`config.mk`:
```
export PLATFORM = sky130hd
export DESIGN_NAME = sorted_insert_priority_queue_core_flat
export DESIGN_NICKNAME = d
export VERILOG_FILES = /design/src/design/spq_pkg.sv /design/src/design/spq_if.sv /design/src/design/sorted_insert_priority_queue_core.sv /design/src/design/spq_cell.sv /design/src/flat_wrapper.sv
export SDC_FILE = /design/constraint.sdc
export NUM_CORES = 2
export LEC_CHECK = 0
export BUFFER_PORTS_ARGS = -buffer_cell sky130_fd_sc_hd__buf_2
export CAP_MARGIN = 10
export CORE_UTILIZATION = 50
export DETAILED_ROUTE_END_ITERATION = 7
export PLACE_DENSITY = 0.66
export SLEW_MARGIN = 15
export SYNTH_ARGS = -nofsm -noshare
export SYNTH_HDL_FRONTEND = slang
export SYNTH_SLANG_ARGS = --single-unit
```
`constraint.sdc`:
```
create_clock -name clk -period 7.86 [get_ports clk]
set_input_delay 1.179 -clock clk [delete_from_list [all_inputs] [get_ports clk]]
set_output_delay 1.179 -clock clk [all_outputs]
set_load 0.02 [all_outputs]
```
`src/design/spq_pkg.sv`:
```
// spq_pkg: shared constants and types for the sorted-insert priority queue
// no dependencies; used by the interfaces, the cell and the top level
package spq_pkg;

  localparam int CAPACITY = 16;
  localparam int CNT_W    = $clog2(CAPACITY + 1);
  localparam int DATA_W   = 32;
  localparam int COUNT_W  = 5;

  typedef logic signed [DATA_W-1:0] data_t;
  typedef logic [CNT_W-1:0]         occ_t;

  typedef enum logic {
    FUNC_PUSH = 1'b0,
    FUNC_POP  = 1'b1
  } func_t;

  typedef enum logic [1:0] {
    ST_OK    = 2'd0,
    ST_FULL  = 2'd1,
    ST_EMPTY = 2'd2
  } status_t;

  // per-cycle command broadcast along the cell row
  typedef struct packed {
    logic  push;
    logic  pop;
    data_t value;
  } cell_ctrl_t;

endpackage

```
`src/design/spq_if.sv`:
```
// spq_in_if / spq_out_if: valid-ready channels for the priority queue
// depends on spq_pkg
interface spq_in_if;
  logic              valid;
  logic              ready;
  spq_pkg::func_t    func;
  spq_pkg::data_t    value;

  modport source (output valid, func, value, input ready);
  modport sink   (input valid, func, value, output ready);
endinterface

interface spq_out_if;
  logic                         valid;
  logic                         ready;
  spq_pkg::data_t               popped_value;
  spq_pkg::data_t               top_value;
  logic [spq_pkg::COUNT_W-1:0]  entry_count;
  logic                         is_empty;
  spq_pkg::status_t             status;

  modport source (output valid, popped_value, top_value, entry_count, is_empty, status,
                  input ready);
  modport sink   (input valid, popped_value, top_value, entry_count, is_empty, status,
                  output ready);
endinterface

```
`src/design/sorted_insert_priority_queue_core.sv`:
```
// sorted_insert_priority_queue_core: max-priority queue on a row of compare-and-shift cells
// depends on spq_pkg, spq_if (spq_in_if, spq_out_if) and spq_cell
//
//   channel  dir  payload                                                   handshake
//   in_ch    in   func, value                                               valid/ready
//   out_ch   out  popped_value, top_value, entry_count, is_empty, status    valid/ready
//
// all cells compare against the pushed word and shift in parallel, so one push
// or pop is accepted per clock while the result register can take it
// result lands in an output register in the cycle after acceptance
// input stays ready while the result register is empty or being drained
// reset clears the occupancy count and the output valid; cell contents are
// undefined until written and never read beyond the count
module sorted_insert_priority_queue_core (
  input  logic      clk,
  input  logic      rst_n,
  spq_in_if.sink    in_ch,
  spq_out_if.source out_ch
);

  localparam int CAP = spq_pkg::CAPACITY;

  spq_pkg::occ_t       occ_r, occ_nxt;
  logic                out_valid_r;
  spq_pkg::data_t      popped_r, top_r;
  logic [spq_pkg::COUNT_W-1:0] count_r;
  logic                empty_r;
  spq_pkg::status_t    status_r, status_nxt;

  logic                accept, full, empty;
  spq_pkg::cell_ctrl_t ctrl;
  spq_pkg::data_t      entry   [CAP];
  spq_pkg::data_t      entry_n [CAP];
  logic                below   [CAP];
  spq_pkg::data_t      top_nxt;
  logic [31:0]         occ_ext;

  assign in_ch.ready = !out_valid_r || out_ch.ready;
  assign accept      = in_ch.valid && in_ch.ready;
  assign full        = (occ_r == spq_pkg::CNT_W'(CAP));
  assign empty       = (occ_r == '0);

  assign ctrl.push  = accept && (in_ch.func == spq_pkg::FUNC_PUSH) && !full;
  assign ctrl.pop   = accept && (in_ch.func == spq_pkg::FUNC_POP) && !empty;
  assign ctrl.value = in_ch.value;

  genvar gi;
  generate
    for (gi = 0; gi < CAP; gi++) begin : g_cell
      spq_pkg::data_t prev_e, next_e;
      logic           prev_b;
      if (gi == 0) begin : g_first
        assign prev_e = entry[0];
        assign prev_b = 1'b0;
      end else begin : g_mid
        assign prev_e = entry[gi-1];
        assign prev_b = below[gi-1];
      end
      if (gi == CAP - 1) begin : g_last
        assign next_e = entry[gi];
      end else begin : g_inner
        assign next_e = entry[gi+1];
      end
      spq_cell u_cell (
        .clk        (clk),
        .ctrl       (ctrl),
        .slot_valid (spq_pkg::CNT_W'(gi) < occ_r),
        .prev_entry (prev_e),
        .prev_below (prev_b),
        .next_entry (next_e),
        .entry      (entry[gi]),
        .entry_nxt  (entry_n[gi]),
        .below      (below[gi])
      );
    end
  endgenerate

  always_comb begin
    occ_nxt    = occ_r;
    status_nxt = spq_pkg::ST_OK;
    if (ctrl.push) begin
      occ_nxt = occ_r + spq_pkg::CNT_W'(1);
    end else if (ctrl.pop) begin
      occ_nxt = occ_r - spq_pkg::CNT_W'(1);
    end
    if (accept && (in_ch.func == spq_pkg::FUNC_PUSH) && full) begin
      status_nxt = spq_pkg::ST_FULL;
    end else if (accept && (in_ch.func == spq_pkg::FUNC_POP) && empty) begin
      status_nxt = spq_pkg::ST_EMPTY;
    end
  end

  // largest entry always sits in cell 0
  assign top_nxt = (occ_nxt == '0) ? '0 : entry_n[0];
  assign occ_ext = 32'(occ_nxt);

  always_ff @(posedge clk) begin
    if (!rst_n) begin
      occ_r       <= '0;
      out_valid_r <= 1'b0;
    end else begin
      occ_r <= occ_nxt;
      if (accept) begin
        out_valid_r <= 1'b1;
      end else if (out_ch.ready) begin
        out_valid_r <= 1'b0;
      end
    end
  end

  always_ff @(posedge clk) begin
    if (accept) begin
      popped_r <= ctrl.pop ? entry[0] : '0;
      top_r    <= top_nxt;
      count_r  <= occ_ext[spq_pkg::COUNT_W-1:0];
      empty_r  <= (occ_nxt == '0);
      status_r <= status_nxt;
    end
  end

  assign out_ch.valid        = out_valid_r;
  assign out_ch.popped_value = popped_r;
  assign out_ch.top_value    = top_r;
  assign out_ch.entry_count  = count_r;
  assign out_ch.is_empty     = empty_r;
  assign out_ch.status       = status_r;

endmodule

```
`src/design/spq_cell.sv`:
```
// spq_cell: one slot of the descending sorted row, largest entry at cell 0
// depends on spq_pkg; instantiated in a row by sorted_insert_priority_queue_core
module spq_cell (
  input  logic                clk,
  input  spq_pkg::cell_ctrl_t ctrl,
  input  logic                slot_valid,
  input  spq_pkg::data_t      prev_entry,
  input  logic                prev_below,
  input  spq_pkg::data_t      next_entry,
  output spq_pkg::data_t      entry,
  output spq_pkg::data_t      entry_nxt,
  output logic                below
);

  spq_pkg::data_t entry_r;

  // entry is absent or strictly smaller than the pushed word
  assign below = !(slot_valid && (entry_r >= ctrl.value));

  always_comb begin
    priority if (ctrl.push) begin
      if (prev_below) begin
        entry_nxt = prev_entry;
      end else if (below) begin
        entry_nxt = ctrl.value;
      end else begin
        entry_nxt = entry_r;
      end
    end else if (ctrl.pop) begin
      entry_nxt = next_entry;
    end else begin
      entry_nxt = entry_r;
    end
  end

  always_ff @(posedge clk) begin
    entry_r <= entry_nxt;
  end

  assign entry = entry_r;

endmodule

```
`src/flat_wrapper.sv`:
```
// flat-port wrapper written by rule: the top's interface ports become plain ports
module sorted_insert_priority_queue_core_flat 
  (clk, rst_n, in_ch_valid, in_ch_func, in_ch_value, in_ch_ready, out_ch_valid, out_ch_popped_value, out_ch_top_value, out_ch_entry_count, out_ch_is_empty, out_ch_status, out_ch_ready);
  spq_in_if in_ch_i ();
  spq_out_if out_ch_i ();
  input  logic clk;
  input  logic rst_n;
  input wire logic [$bits(in_ch_i.valid)-1:0] in_ch_valid;
  input wire logic [$bits(in_ch_i.func)-1:0] in_ch_func;
  input wire logic [$bits(in_ch_i.value)-1:0] in_ch_value;
  output wire logic [$bits(in_ch_i.ready)-1:0] in_ch_ready;
  output wire logic [$bits(out_ch_i.valid)-1:0] out_ch_valid;
  output wire logic [$bits(out_ch_i.popped_value)-1:0] out_ch_popped_value;
  output wire logic [$bits(out_ch_i.top_value)-1:0] out_ch_top_value;
  output wire logic [$bits(out_ch_i.entry_count)-1:0] out_ch_entry_count;
  output wire logic [$bits(out_ch_i.is_empty)-1:0] out_ch_is_empty;
  output wire logic [$bits(out_ch_i.status)-1:0] out_ch_status;
  input wire logic [$bits(out_ch_i.ready)-1:0] out_ch_ready;
  assign in_ch_i.valid = in_ch_valid;
  assign in_ch_i.func = in_ch_func;
  assign in_ch_i.value = in_ch_value;
  assign in_ch_ready = in_ch_i.ready;
  assign out_ch_valid = out_ch_i.valid;
  assign out_ch_popped_value = out_ch_i.popped_value;
  assign out_ch_top_value = out_ch_i.top_value;
  assign out_ch_entry_count = out_ch_i.entry_count;
  assign out_ch_is_empty = out_ch_i.is_empty;
  assign out_ch_status = out_ch_i.status;
  assign out_ch_i.ready = out_ch_ready;
  sorted_insert_priority_queue_core u_core (.clk(clk), .rst_n(rst_n), .in_ch(in_ch_i), .out_ch(out_ch_i));
endmodule
```
==> impl_metrics.tcl <==
set metrics [dict create \
    status "complete, no violations" \
    dp_hpwl_mm 88.5 \
    gp_congestion 0.942 \
    path_cells "buf_2 -> inv_1 -> ha_1 -> nand4_1 -> nor4_1 -> o31ai_1 -> and4b_1 -> or2_2 -> buf_4 -> nand4_1 -> o211ai_1" \
    wirelength_mm 124 \
    dr.pass1.iters 5 \
    grt_max_degree 198 \
    yosysSeqAreaShare_pct 44.9 \
    tightestPinTransition_ps 1290 \
    synth_most_common_cell "edfxtp_1" \
    crit_fanout 48 \
    cts_resized 0 \
    grt_pass1_vias 30600 \
    finalSetupViolCount 0 \
    drc 0 \
    first_iter_violations 3774 \
    hold_violations 0 \
    die_y_um 280 \
    max_freq_mhz 175 \
    max_stage_delay_ps 1120 \
    ys.flop_type "edfxtp_1" \
    viasPerCell 6.76 \
    htree_levels 3 \
    synth_top_area_share_pct 42.9 \
    crit_slowest_cell "nor4_1" \
    synth_area_leaders "edfxtp_1, ha_1, a221o_1" \
    drv_slew 0 \
    netlist_instances 3619 \
    ir_drop_mv 0.360 \
    place_ws_ps 1860 \
    synth_edf_count 552 \
    min_period_ps 5700 \
    hp-class "register to register" \
    syn_area_per_cell_um2 10.7 \
    yosys.area.top_type "edfxtp_1" \
    rows 101 \
    finalWorstSetupSlack_ps 2160 \
    rsz0062_at_grt "false" \
    swShare_pct 33.3 \
    post-route-period-util_pct 72.6 \
    netlist_area_um2 38600 \
    synth_nets 4171 \
    cp-start-kind "input port" \
    ios 111 \
    root_buffer "clkbuf_16" \
    nets 4184 \
    crit_required_ps 8210 \
    core_area_um2 76200 \
    worstSkewPairLatency_ps 630 \
    p_leak_nw 16.4 \
    pwr-share-clk_pct 32.0 \
    cts.path.max_buffers 3 \
    ys_async_sr_fraction_pct 0 \
    worstSetupPathType "input port to register" \
    path_clk_slew_ps 60 \
    skew_ps 28.9 \
    endpoint_kind "register" \
    drive_above_1_share_pct 8.90 \
    area_growth_pct 9.95 \
    start_util_pct 50.7 \
    powerDensity_nw_per_um2 246 \
    cts_tree "done" \
    cp_common_cell "nand4_1" \
    hold_slack_ps 577 \
    p_comb_share_pct 24.6 \
    synth-seq-cells 590 \
    grt_usage_pct 31.2 \
    io_buffers 110 \
    slew_headroom_pct 13.4 \
    grt_overflow 0 \
    final.setup.tns_ps 0 \
    path_delay_family "simple AND/OR/NAND/NOR gates" \
    arrival_ps 6050 \
    p_seq_share_pct 43.5 \
    cap_violations 0 \
    fp.dieW_um 280 \
    synth.distinct_cells 78 \
    cts_hold_buf 0 \
    cts_buffers 69 \
    yosys_warnings 0 \
    antenna_found_initial 3 \
    die_area_um2 78300 \
    vias 31900 \
    cp_num_buf_inv 3 \
    p_sw_mw 3.48 \
    synth_commonest_cells "edfxtp_1, ha_1, nor2_1, a221o_1, a21oi_1" \
    cts.sinks 590 \
    intPower_mw 6.98 \
    route.antenna.remaining_nets 0 \
    grt_pass1_wl_mm 189 \
    avgRoutedWirePerCell_um 26.2 \
    post-cts-setup-buffers 0 \
]
[worst reg2reg max path, cell delays in order (launching register included)]
cell and delay, ps:
dfxtp_1 700, inv_1 160, ha_1 270, nor3b_2 220, nand2_1 180, nand3_4 570
o21a_1 430, a221oi_1 540, nand3_4 890, nand4_1 790, o211ai_1 140
[path summary, 6_finish.rpt]
path / to / cells past startpoint / startpoint / slack [ps]
setup / recovery: u_core.out_ch.top_value[4]$_SDFFCE_PP0P_ / 11 / in_ch_value[31] / 2160
hold / removal: u_core.g_cell[0].u_cell.entry[31]$_DFF_P_ / 2 / u_core.g_cell[0].u_cell.entry[31]$_DFF_P_ / 580
hold reg to reg: u_core.g_cell[0].u_cell.entry[31]$_DFF_P_ / 2 / u_core.g_cell[0].u_cell.entry[31]$_DFF_P_ / 580
setup reg to reg: u_core.out_ch.top_value[4]$_SDFFCE_PP0P_ / 10 / u_core.occ_r[1]$_SDFF_PN0_ / 2700
[state kept, by name, indices dropped and copies added, names as in the netlist]
name / count
u_core.out_ch.popped_value: 32
u_core.g_cell.u_cell.entry: 512
u_core.out_ch.entry_count: 5
u_core.out_ch.is_empty: 1
u_core.out_ch.valid: 1
u_core.occ_r: 5
u_core.out_ch.top_value: 32
u_core.out_ch.status: 2
[layout make-up]
type | instances | area (um2)
Sequential cell | 590 | 17300
Timing Repair Buffer | 179 | 1090
Fill cell | 6574 | 33800
Tap cell | 1030 | 1290
Clock buffer | 95 | 1920
Inverter | 76 | 287
Clock inverter | 31 | 360
Multi-Input combinational cell | 2716 | 20200
Antenna cell | 2 | 5.00
[stage by stage]
step	power [mW]	instance area, um2	cells	utilization (%)
floorplan	6.19	38600	3619	-
global placement	7.03	40200	4591	52.7
detailed placement	7.09	40200	4591	52.7
CTS	10.4	42400	4717	55.7
global route	10.9	42400	4717	55.7
finish	10.5	42400	4719	55.7
[cell families (layout without fill, tap and decap cells)]
logic type	Yosys count	in the layout	synth area share, %
other	0	2	0
AND/OR/NAND/NOR	1109	1109	13.1
flip-flops	590	590	44.9
XOR/XNOR	5	5	0.113
buffers and inverters	313	381	3.36
AO/OA/AOI/OAI	1043	1043	20.7
multiplexers	44	44	1.14
adder cells (fa/ha/maj)	515	515	16.7
[power by group through the flow]
stage                     clock, mW  sequential, mW  combinational (mW)
after floorplan                   0            4.46                1.73
after global placement            0            4.59                2.44
after detailed placement          0            4.59                2.51
after CTS                      3.36            4.53                2.52
after global routing           3.46            4.58                2.84
final                          3.34            4.55                2.57
[metal layers]
metal | routed length (um) | share of wire, % | GRT usage [%]
met1 | 53500 | 43 | 44.5
met2 | 56300 | 45 | 48.5
met3 | 10400 | 8.4 | 4.56
met4 | 3570 | 2.9 | 10.2
met5 | 0 | 0 | 0
[cell usage in the layout, fill, tap and decap left out, types with 8 or more instances in the layout]
cell type	instances
o21ai_0	112
nand3_1	105
nand4_1	135
nor2b_1	13
o211ai_1	79
a221o_1	405
clkinv_2	14
dfxtp_1	38
ha_1	515
nand2_1	243
nor3_1	23
buf_4	67
inv_1	75
a221oi_1	8
nor2_1	468
and4_1	10
o21a_1	9
buf_2	110
nor4_1	14
nand2b_1	12
a211oi_1	26
a21oi_1	260
edfxtp_1	552
mux2i_1	43
clkbuf_16	71
clkbuf_1	19
and2_1	36
a21o_1	65
Power figures use the tool's default switching activity.
